### config.mk
export PLATFORM = sky130hd
export DESIGN_NAME = mixed_radix_varint_codec
export DESIGN_NICKNAME = d
export VERILOG_FILES = /design/src/sv/mrv_pkg.sv /design/src/sv/mrv_fifo.sv /design/src/sv/mrv_front.sv /design/src/sv/mrv_back.sv /design/src/sv/mixed_radix_varint_codec.sv
export SDC_FILE = /design/constraint.sdc
export NUM_CORES = 2
export LEC_CHECK = 0
export ABC_AREA = 1
export BUFFER_PORTS_ARGS = -buffer_cell sky130_fd_sc_hd__buf_2
export CAP_MARGIN = 5
export CORE_MARGIN = 2
export CORE_UTILIZATION = 25
export CTS_CLUSTER_SIZE = 20
export DETAILED_ROUTE_END_ITERATION = 6
export GPL_TIMING_DRIVEN = 0
export PLACE_DENSITY = 0.37
export REMOVE_ABC_BUFFERS = 1
export SYNTH_ARGS = -nofsm -noshare
export SYNTH_HDL_FRONTEND = slang
export SYNTH_SLANG_ARGS = --single-unit
export TNS_END_PERCENT = 1
### constraint.sdc
create_clock -name clk_i -period 26.8 [get_ports clk_i]
set_input_delay 5.36 -clock clk_i [delete_from_list [all_inputs] [get_ports clk_i]]
set_output_delay 5.36 -clock clk_i [all_outputs]
set_load 0.005 [all_outputs]
### src/sv/mrv_pkg.sv
package mrv_pkg;

  typedef enum logic {
    ACT_ENCODE = 1'b0,
    ACT_DECODE = 1'b1
  } action_e;

  typedef enum logic {
    KIND_BYTE  = 1'b0,
    KIND_VALUE = 1'b1
  } kind_e;

  typedef enum logic [1:0] {
    BK_IDLE,
    BK_ENC_STEP,
    BK_ENC_EMIT
  } back_state_e;

  localparam int unsigned VALUE_W = 32;
  localparam int unsigned BYTE_W  = 8;
  localparam int unsigned COUNT_W = 3;
  localparam int unsigned RADIX_W = 7;
  localparam int unsigned LIMIT_W = 9;
  localparam int unsigned WEIGHT_W = 24;
  localparam int unsigned RECIP_W = 33;
  localparam int unsigned RECIP_SHIFT = 39;

  localparam logic [COUNT_W-1:0] LAST_POS = 3'd4;

  localparam logic [RADIX_W-1:0] SHIFT_RADIX = 7'd32;
  localparam int unsigned SHIFT_RADIX_LOG2 = 5;

  localparam logic [LIMIT_W-1:0] BYTE_SPAN = 9'd256;
  localparam logic [LIMIT_W-1:0] BYTE_MAX = 9'd255;

  // smallest value that needs more than n bytes
  localparam logic [VALUE_W-1:0] LEN1_BOUND = 32'd178;
  localparam logic [VALUE_W-1:0] LEN2_BOUND = 32'd12736;
  localparam logic [VALUE_W-1:0] LEN3_BOUND = 32'd1672576;
  localparam logic [VALUE_W-1:0] LEN4_BOUND = 32'd45776896;

  localparam logic [RECIP_W-1:0] RECIP_78 =
    RECIP_W'(((64'd1 << RECIP_SHIFT) + 64'd77) / 64'd78);
  localparam logic [RECIP_W-1:0] RECIP_95 =
    RECIP_W'(((64'd1 << RECIP_SHIFT) + 64'd94) / 64'd95);
  localparam logic [RECIP_W-1:0] RECIP_70 =
    RECIP_W'(((64'd1 << RECIP_SHIFT) + 64'd69) / 64'd70);

  typedef struct packed {
    action_e                action;
    logic [VALUE_W-1:0]     data;
    logic [COUNT_W-1:0]     count;
  } entry_t;

  typedef struct packed {
    kind_e                  kind;
    logic [BYTE_W-1:0]      byte_out;
    logic [VALUE_W-1:0]     value;
    logic [COUNT_W-1:0]     count;
    logic                   last;
  } result_t;

  function automatic logic [RADIX_W-1:0] radix_f(input logic [COUNT_W-1:0] pos);
    logic [RADIX_W-1:0] r;
    unique case (pos)
      3'd0:    r = 7'd78;
      3'd1:    r = 7'd95;
      3'd2:    r = 7'd32;
      3'd3:    r = 7'd70;
      default: r = 7'd0;
    endcase
    return r;
  endfunction

  function automatic logic [WEIGHT_W-1:0] weight_f(input logic [COUNT_W-1:0] pos);
    logic [WEIGHT_W-1:0] w;
    unique case (pos)
      3'd0:    w = 24'd1;
      3'd1:    w = 24'd78;
      3'd2:    w = 24'd7410;
      3'd3:    w = 24'd237120;
      default: w = 24'd16598400;
    endcase
    return w;
  endfunction

  // radix 32 goes through a shift, so it has no reciprocal
  function automatic logic [RECIP_W-1:0] recip_f(input logic [COUNT_W-1:0] pos);
    logic [RECIP_W-1:0] m;
    unique case (pos)
      3'd0:    m = RECIP_78;
      3'd1:    m = RECIP_95;
      3'd3:    m = RECIP_70;
      default: m = '0;
    endcase
    return m;
  endfunction

endpackage

### src/sv/mrv_fifo.sv
module mrv_fifo
  import mrv_pkg::*;
#(
  parameter int unsigned WIDTH = 8,
  parameter int unsigned DEPTH = 2
) (
  input  logic             clk_i,
  input  logic             rst_ni,
  input  logic             push_i,
  input  logic [WIDTH-1:0] data_i,
  output logic             full_o,
  input  logic             pop_i,
  output logic [WIDTH-1:0] data_o,
  output logic             empty_o
);

  localparam int unsigned AW = (DEPTH > 1) ? $clog2(DEPTH) : 1;

  logic [WIDTH-1:0] mem_q [DEPTH];
  logic [AW-1:0]    wr_ptr_q, wr_ptr_d;
  logic [AW-1:0]    rd_ptr_q, rd_ptr_d;
  logic [AW:0]      cnt_q, cnt_d;
  logic             do_push, do_pop;

  assign full_o  = (cnt_q == (AW+1)'(DEPTH));
  assign empty_o = (cnt_q == '0);
  assign do_push = push_i & ~full_o;
  assign do_pop  = pop_i & ~empty_o;
  assign data_o  = mem_q[rd_ptr_q];

  always_comb begin
    wr_ptr_d = wr_ptr_q;
    rd_ptr_d = rd_ptr_q;
    cnt_d    = cnt_q;
    if (do_push) begin
      wr_ptr_d = (wr_ptr_q == AW'(DEPTH - 1)) ? '0 : wr_ptr_q + AW'(1);
    end
    if (do_pop) begin
      rd_ptr_d = (rd_ptr_q == AW'(DEPTH - 1)) ? '0 : rd_ptr_q + AW'(1);
    end
    if (do_push && !do_pop) begin
      cnt_d = cnt_q + (AW+1)'(1);
    end else if (do_pop && !do_push) begin
      cnt_d = cnt_q - (AW+1)'(1);
    end
  end

  always_ff @(posedge clk_i or negedge rst_ni) begin
    if (!rst_ni) begin
      wr_ptr_q <= '0;
      rd_ptr_q <= '0;
      cnt_q    <= '0;
    end else begin
      wr_ptr_q <= wr_ptr_d;
      rd_ptr_q <= rd_ptr_d;
      cnt_q    <= cnt_d;
    end
  end

  always_ff @(posedge clk_i) begin
    if (do_push) begin
      mem_q[wr_ptr_q] <= data_i;
    end
  end

endmodule

### src/sv/mrv_front.sv
module mrv_front
  import mrv_pkg::*;
#(
  parameter int unsigned DEPTH = 2
) (
  input  logic                clk_i,
  input  logic                rst_ni,
  input  logic                push_i,
  output logic                full_o,
  input  logic                action_i,
  input  logic [VALUE_W-1:0]  value_in_i,
  input  logic [BYTE_W-1:0]   byte_in_i,
  input  logic                pop_i,
  output logic                empty_o,
  output entry_t              entry_o
);

  localparam int unsigned ENTRY_W = $bits(entry_t);

  entry_t             entry_in;
  logic [COUNT_W-1:0] enc_len;
  logic [ENTRY_W-1:0] head;

  // encoded length straight from the value range
  always_comb begin
    priority if (value_in_i < LEN1_BOUND) begin
      enc_len = 3'd1;
    end else if (value_in_i < LEN2_BOUND) begin
      enc_len = 3'd2;
    end else if (value_in_i < LEN3_BOUND) begin
      enc_len = 3'd3;
    end else if (value_in_i < LEN4_BOUND) begin
      enc_len = 3'd4;
    end else begin
      enc_len = 3'd5;
    end
  end

  always_comb begin
    entry_in.action = action_e'(action_i);
    if (action_e'(action_i) == ACT_ENCODE) begin
      entry_in.data  = value_in_i;
      entry_in.count = enc_len;
    end else begin
      entry_in.data  = {{(VALUE_W-BYTE_W){1'b0}}, byte_in_i};
      entry_in.count = '0;
    end
  end

  mrv_fifo #(
    .WIDTH (ENTRY_W),
    .DEPTH (DEPTH)
  ) u_queue (
    .clk_i   (clk_i),
    .rst_ni  (rst_ni),
    .push_i  (push_i),
    .data_i  (entry_in),
    .full_o  (full_o),
    .pop_i   (pop_i),
    .data_o  (head),
    .empty_o (empty_o)
  );

  assign entry_o = entry_t'(head);

endmodule

### src/sv/mrv_back.sv
module mrv_back
  import mrv_pkg::*;
(
  input  logic    clk_i,
  input  logic    rst_ni,
  input  logic    in_empty_i,
  input  entry_t  in_entry_i,
  output logic    in_pop_o,
  input  logic    res_full_i,
  output logic    res_push_o,
  output result_t res_o
);

  back_state_e state_q, state_d;

  logic [VALUE_W-1:0] enc_val_q, enc_val_d;
  logic [VALUE_W-1:0] enc_rem_q, enc_rem_d;
  logic [VALUE_W-1:0] enc_quo_q, enc_quo_d;
  logic [COUNT_W-1:0] enc_pos_q, enc_pos_d;
  logic [COUNT_W-1:0] enc_cnt_q, enc_cnt_d;
  logic [VALUE_W-1:0] dec_acc_q, dec_acc_d;
  logic [COUNT_W-1:0] dec_pos_q, dec_pos_d;

  logic                     is_encode;
  logic [COUNT_W-1:0]       dec_pos;
  logic [RADIX_W-1:0]       dec_radix;
  logic [LIMIT_W-1:0]       dec_lim;
  logic [BYTE_W-1:0]        dec_byte;
  logic                     dec_final;
  logic [LIMIT_W-1:0]       dec_term;
  logic [LIMIT_W+WEIGHT_W-1:0] dec_prod;
  logic [VALUE_W-1:0]       dec_sum;

  logic                     enc_final;
  logic [RADIX_W-1:0]       enc_radix;
  logic [LIMIT_W-1:0]       enc_lim;
  logic [VALUE_W-1:0]       enc_diff;
  logic [VALUE_W+RECIP_W-1:0] enc_prod;
  logic [VALUE_W-1:0]       enc_quo;
  logic [VALUE_W-1:0]       enc_back;
  logic [VALUE_W-1:0]       enc_digit;
  logic [BYTE_W-1:0]        enc_byte;

  assign is_encode = (in_entry_i.action == ACT_ENCODE);

  // decode datapath
  assign dec_pos   = (dec_pos_q > LAST_POS) ? LAST_POS : dec_pos_q;
  assign dec_radix = radix_f(dec_pos);
  assign dec_lim   = BYTE_SPAN - LIMIT_W'(dec_radix);
  assign dec_byte  = in_entry_i.data[BYTE_W-1:0];
  assign dec_final = (dec_radix == '0) || (LIMIT_W'(dec_byte) < dec_lim);
  assign dec_term  = dec_final ? LIMIT_W'(dec_byte)
                               : dec_lim + BYTE_MAX - LIMIT_W'(dec_byte);
  assign dec_prod  = (LIMIT_W+WEIGHT_W)'(dec_term) * (LIMIT_W+WEIGHT_W)'(weight_f(dec_pos));
  assign dec_sum   = dec_acc_q + dec_prod[VALUE_W-1:0];

  // encode datapath
  assign enc_final = (enc_pos_q == enc_cnt_q - 3'd1);
  assign enc_radix = radix_f(enc_pos_q);
  assign enc_lim   = BYTE_SPAN - LIMIT_W'(enc_radix);
  assign enc_diff  = enc_val_q - VALUE_W'(enc_lim);
  assign enc_prod  = (VALUE_W+RECIP_W)'(enc_diff) * (VALUE_W+RECIP_W)'(recip_f(enc_pos_q));
  assign enc_quo   = (enc_radix == SHIFT_RADIX) ? (enc_diff >> SHIFT_RADIX_LOG2)
                                                : VALUE_W'(enc_prod >> RECIP_SHIFT);
  assign enc_back  = VALUE_W'(enc_quo_q * VALUE_W'(enc_radix));
  assign enc_digit = enc_rem_q - enc_back;
  assign enc_byte  = BYTE_W'(BYTE_MAX) - enc_digit[BYTE_W-1:0];

  always_comb begin
    state_d = state_q;
    unique case (state_q)
      BK_IDLE: begin
        if (!in_empty_i && is_encode) begin
          state_d = BK_ENC_STEP;
        end
      end
      BK_ENC_STEP: begin
        if (!enc_final) begin
          state_d = BK_ENC_EMIT;
        end else if (!res_full_i) begin
          state_d = BK_IDLE;
        end
      end
      BK_ENC_EMIT: begin
        if (!res_full_i) begin
          state_d = BK_ENC_STEP;
        end
      end
      default: state_d = BK_IDLE;
    endcase
  end

  always_comb begin
    in_pop_o   = 1'b0;
    res_push_o = 1'b0;
    res_o      = '{kind: KIND_BYTE, byte_out: '0, value: '0, count: enc_cnt_q, last: 1'b0};
    unique case (state_q)
      BK_IDLE: begin
        if (!in_empty_i) begin
          if (is_encode) begin
            in_pop_o = 1'b1;
          end else if (!dec_final) begin
            in_pop_o = 1'b1;
          end else if (!res_full_i) begin
            in_pop_o   = 1'b1;
            res_push_o = 1'b1;
            res_o      = '{kind: KIND_VALUE, byte_out: '0, value: dec_sum,
                           count: dec_pos + 3'd1, last: 1'b1};
          end
        end
      end
      BK_ENC_STEP: begin
        if (enc_final && !res_full_i) begin
          res_push_o    = 1'b1;
          res_o.byte_out = enc_val_q[BYTE_W-1:0];
          res_o.last    = 1'b1;
        end
      end
      BK_ENC_EMIT: begin
        if (!res_full_i) begin
          res_push_o     = 1'b1;
          res_o.byte_out = enc_byte;
        end
      end
      default: ;
    endcase
  end

  always_comb begin
    enc_val_d = enc_val_q;
    enc_rem_d = enc_rem_q;
    enc_quo_d = enc_quo_q;
    enc_pos_d = enc_pos_q;
    enc_cnt_d = enc_cnt_q;
    dec_acc_d = dec_acc_q;
    dec_pos_d = dec_pos_q;
    unique case (state_q)
      BK_IDLE: begin
        if (in_pop_o) begin
          if (is_encode) begin
            enc_val_d = in_entry_i.data;
            enc_pos_d = '0;
            enc_cnt_d = in_entry_i.count;
          end else if (dec_final) begin
            dec_acc_d = '0;
            dec_pos_d = '0;
          end else begin
            dec_acc_d = dec_sum;
            dec_pos_d = dec_pos + 3'd1;
          end
        end
      end
      BK_ENC_STEP: begin
        if (!enc_final) begin
          enc_rem_d = enc_diff;
          enc_quo_d = enc_quo;
        end
      end
      BK_ENC_EMIT: begin
        if (res_push_o) begin
          enc_val_d = enc_quo_q;
          enc_pos_d = enc_pos_q + 3'd1;
        end
      end
      default: ;
    endcase
  end

  always_ff @(posedge clk_i or negedge rst_ni) begin
    if (!rst_ni) begin
      state_q   <= BK_IDLE;
      enc_pos_q <= '0;
      enc_cnt_q <= '0;
      dec_acc_q <= '0;
      dec_pos_q <= '0;
    end else begin
      state_q   <= state_d;
      enc_pos_q <= enc_pos_d;
      enc_cnt_q <= enc_cnt_d;
      dec_acc_q <= dec_acc_d;
      dec_pos_q <= dec_pos_d;
    end
  end

  always_ff @(posedge clk_i) begin
    enc_val_q <= enc_val_d;
    enc_rem_q <= enc_rem_d;
    enc_quo_q <= enc_quo_d;
  end

endmodule

### src/sv/mixed_radix_varint_codec.sv
// Mixed-radix variable-length integer codec. Encode items (action_i low) turn a 32-bit
// value into 1 to 5 bytes, one result item per byte, each carrying the total length
// and last_o on the final byte; decode items (action_i high) feed one byte into a kept
// accumulator and produce one result item with the value and byte count when the
// final byte arrives. Items enter a short input queue and are classified there
// (encode length comes from range compares), then an engine takes one at a time and
// writes results into a short result queue. A decode byte is taken in the idle state.
// An encode item is loaded in the idle state, then each non-final byte takes a step of
// reciprocal multiplication (a shift for radix 32) and a step of remainder and emit,
// and a last step emits the final byte. A full result queue stalls the engine.
module mixed_radix_varint_codec
  import mrv_pkg::*;
#(
  parameter int unsigned QUEUE_DEPTH  = 2,
  parameter int unsigned RESULT_DEPTH = 2
) (
  input  logic               clk_i,
  input  logic               rst_ni,
  input  logic               push,
  output logic               full,
  input  logic               action_i,
  input  logic [VALUE_W-1:0] value_in_i,
  input  logic [BYTE_W-1:0]  byte_in_i,
  output logic               empty,
  input  logic               pop,
  output logic               kind_o,
  output logic [BYTE_W-1:0]  byte_out_o,
  output logic [VALUE_W-1:0] value_out_o,
  output logic [COUNT_W-1:0] byte_count_o,
  output logic               last_o
);

  localparam int unsigned RESULT_W = $bits(result_t);

  entry_t              entry;
  logic                entry_empty;
  logic                entry_pop;
  logic                res_full;
  logic                res_push;
  result_t             res_in;
  logic [RESULT_W-1:0] res_head;
  result_t             res_out;

  mrv_front #(
    .DEPTH (QUEUE_DEPTH)
  ) u_front (
    .clk_i      (clk_i),
    .rst_ni     (rst_ni),
    .push_i     (push),
    .full_o     (full),
    .action_i   (action_i),
    .value_in_i (value_in_i),
    .byte_in_i  (byte_in_i),
    .pop_i      (entry_pop),
    .empty_o    (entry_empty),
    .entry_o    (entry)
  );

  mrv_back u_back (
    .clk_i      (clk_i),
    .rst_ni     (rst_ni),
    .in_empty_i (entry_empty),
    .in_entry_i (entry),
    .in_pop_o   (entry_pop),
    .res_full_i (res_full),
    .res_push_o (res_push),
    .res_o      (res_in)
  );

  mrv_fifo #(
    .WIDTH (RESULT_W),
    .DEPTH (RESULT_DEPTH)
  ) u_results (
    .clk_i   (clk_i),
    .rst_ni  (rst_ni),
    .push_i  (res_push),
    .data_i  (res_in),
    .full_o  (res_full),
    .pop_i   (pop),
    .data_o  (res_head),
    .empty_o (empty)
  );

  assign res_out      = result_t'(res_head);
  assign kind_o       = res_out.kind;
  assign byte_out_o   = res_out.byte_out;
  assign value_out_o  = res_out.value;
  assign byte_count_o = res_out.count;
  assign last_o       = res_out.last;

endmodule
==> impl_summary.md <==
Drt
The final routed DRC violation total is 0. After detailed routing, the number of vias per cell comes to about 4.3. The number of detailed-routing iterations run before antenna repair is 5. The total vias in the final route is 34704. The average wire per cell in the routed design is about 22 um. The wire length reported by the detailed router is 174500 um.

The DRC marker count from the first detailed-route iteration is 1933. The remaining antenna violation count after routing is 0.

Logic synthesis
For this run, the register share of the synthesized area comes to 0.1689. For this run, the leading register cell type out of synthesis is edfxtp_1. Summed over all instances, the cell type with the most area after synthesis is fa_1.

Among all cell types in the netlist, the one instantiated most often is inv_1. The total of warnings raised by yosys is 0. Of the post-synthesis cell area, the dominant cell type holds 0.3575. Summing every instance area after synthesis gives just under 0.05 sq mm. In the synthesized netlist the async set-or-reset flop fraction comes to 0.1821. The total of flip-flops plus latches after synthesis is between 200 and 300.

The count of distinct cell types in the synthesized netlist is 62. The gate count after technology mapping is approximately 5400. The average size of a mapped cell is 8.912 sq um. The synthesized design contains ~230 enable-type register cells. In the post-synthesis netlist, the biggest area contributors are fa_1, edfxtp_1, ha_1, inv_1, nand2_1.

The commonest cells after synthesis are inv_1, fa_1, nand2_1, ha_1, nor2_1.

Placement
Once placement completed, the tool counted placed cells totaling ~8000. The final weighted congestion of routability-driven global placement is approximately 0.92. The half-perimeter wire length of the detailed placement result is 155700 um. The post-place instance area is between 0.05 and 0.06 sq mm. Input and output buffers added on the ports amount to 91.

Clock tree
Buffers added to address setup during post-CTS repair amount to 0. The CTS buffer count is 29. The hold buffer count at CTS is 0. The maximum root-to-sink buffer count is 3. After clock tree synthesis, the clock-pin slew on the worst setup and hold paths is about 0.07 ns. Counting every sink on the clock net gives 280. The number of gates given a new drive strength after cts is 0.

The cell at the root of the clock tree is clkbuf_16. At the later pin of the worst-skew pair, clock insertion delay measures 0.61 ns. The CTS tree is yes. In this run the number of H-tree levels came out at 1.

Worst setup path
The kind of end point of the critical path is a flop. The largest single stage delay on the critical path is roughly 0.91 ns. The worst setup path startpoint is u_back.enc_pos_q[1]$_DFFE_PN0P_. The data required time at the worst endpoint is about 27 ns. The startpoint identified for the worst register-to-register timing path is u_back.enc_pos_q[1]$_DFFE_PN0P_.

The cell at the slowest stage of the critical path is xor2_1. The data arrival time at the worst-slack endpoint is ~13 ns. Of all nets on the critical path, the largest fanout is 34. The worst setup path is launched from a flop. The worst setup path is of the reg -> reg kind.

Floorplanning
The effective utilization at floorplan is 0.2512. The floorplan step set the die height to roughly 440 um. The initialized floorplan defines about 160 standard-cell rows.

The floorplan core area is between 0.15 and 0.2 sq mm. The area of the die is approximately 0.20 sq mm. During I/O placement, the number of pins put on the boundary was 92. The die extent in x is between 400 and 500 um.

Timing
The hold violation count in the final report is 0. The smallest clock period supported by the final layout is computed as between 10 and 15 ns. The slew of the pin with the lowest slew margin is about 1.3 ns. The relative slew slack is 0.1555.

The achievable frequency is 78.49 MHz. The setup skew after layout is about 0.016 ns. In the finished design, the share of the clock period the worst path needs comes to 0.4754. The count of pins over their slew limit is 0. Setup repair after global routing left no endpoint under its margin. Setup total negative slack on the finished layout was measured at 0 ns. Setup violations remaining at the end of the flow were counted as 0.

Run
Across the run, the number of max-cap violations was 0.

Final layout
The share of layout cells above drive strength 1 is 0.05400. The final core utilization is 0.2759. Fill cells in the final layout number roughly 21000. The finished layout holds 8047 standard cells, fillers aside. The area growth from synthesis to layout is 9.853%. The finished cells cover about 0.053 sq mm. The final layout net count is slightly below 7000.

Global routing
The total global routing track utilization is 0.1795. The total overflow reported by the global router is 0. The wire length of the first global-routing pass is around 260000 um. The number of antenna violations at the first check in global routing is 8. The via count of the first global-routing pass is ~37000.

Entering global routing, the biggest net connects between 40 and 50 pins.

Hold path
The tightest min-delay check is of the reg -> reg type. The launch point of the worst hold path is u_back.dec_acc_q[1]$_DFFE_PN0P_.

Outcome
The flow ran to the end, and the final reports show no timing, DRC or antenna violations.
[critical path: cells and delay by family, from the launching register on]
family                   cells  cell delay [ns]
AO/OA/AOI/OAI                5             1.55
XOR/XNOR                     2             1.09
adder cells (fa/ha/maj)     12             5.36
buffers and inverters       10             1.59
flip-flops                   1             0.47
AND/OR/NAND/NOR              8             2.31
[path summary, 6_finish.rpt]
kind,to,depth (start not counted),slack (ns)
max,u_back.enc_quo_q[7]$_DFFE_PP_,37,14.06
min,u_back.dec_acc_q[1]$_DFFE_PN0P_,2,0.50
max reg2reg,u_back.enc_quo_q[7]$_DFFE_PP_,37,14.06
min reg2reg,u_back.dec_acc_q[1]$_DFFE_PN0P_,2,0.50
max in group asynchronous,u_front.u_queue.rd_ptr_q$_DFFE_PN0P_,2,21.62
min in group asynchronous,u_back.dec_acc_q[31]$_DFFE_PN0P_,1,4.64
[cells in the final DEF, fill, tap and decap left out, drive strengths merged, types with 13 or more instances in the layout]
cell and instances:
nand3b 14, nand4 22, a21oi 209, nand3 113, edfxtp 229, xor2 49, clkbuf 36, or2 21
o21ai 162, fa 862, inv 1512, nand2 866, o21bai 13, dfrtp 51, ha 549, buf 108
xnor2 30, nor2 546, nor3 31
[metal layers]
layer  vias to the layer above  part of all wire  GRT usage
met3                       121             0.039    0.01715
li1                      16426                 -          -
met2                       576              0.46     0.2873
met5                         -           0.00033          0
met4                        10             0.018    0.03288
met1                     17571              0.48     0.2636
[final cells by class]
class                      instances  area [sq um]  area share
timing repair buffer             108         795.8     0.01501
multi-input combinational       3564         34250      0.6460
clock inverter                    17         220.2    0.004153
antenna                            2         5.005  0.00009439
sequential                       280          8155      0.1538
inverter                        1514          5684      0.1072
tap                             2526          3161     0.05960
clock buffer                      36         752.0     0.01418
[through the flow]
step,setup slack [ns],hold WS (ns)
after floorplan,16.67,0.4530
after global placement,11.39,0.4779
after detailed placement,14.09,0.4777
after CTS,14.01,0.5001
after global routing,13.42,0.5271
final,14.06,0.4951
[registers in the layout (all words and copies together), names as in the netlist]
name,cells
u_results.rd_ptr_q,1
u_back.enc_cnt_q,3
u_front.u_queue.cnt_q,2
u_results.cnt_q,2
u_back.dec_pos_q,3
u_back.state_q,2
u_back.enc_rem_q,8
u_results.wr_ptr_q,1
u_results.mem_q,90
u_front.u_queue.rd_ptr_q,1
u_back.enc_pos_q,3
u_back.dec_acc_q,32
u_back.enc_val_q,32
u_back.enc_quo_q,27
u_front.u_queue.wr_ptr_q,1
u_front.u_queue.mem_q,72
[cell families after synthesis]
group                    share of synthesized area
other                                    0.0001556
AO/OA/AOI/OAI                              0.04980
adder cells (fa/ha/maj)                     0.4998
flip-flops                                  0.1689
XOR/XNOR                                   0.01558
AND/OR/NAND/NOR                             0.1426
buffers and inverters                       0.1232
Power is not shown: default switching activity piles up to over one toggle a cycle in this logic, so the estimate is an artifact.
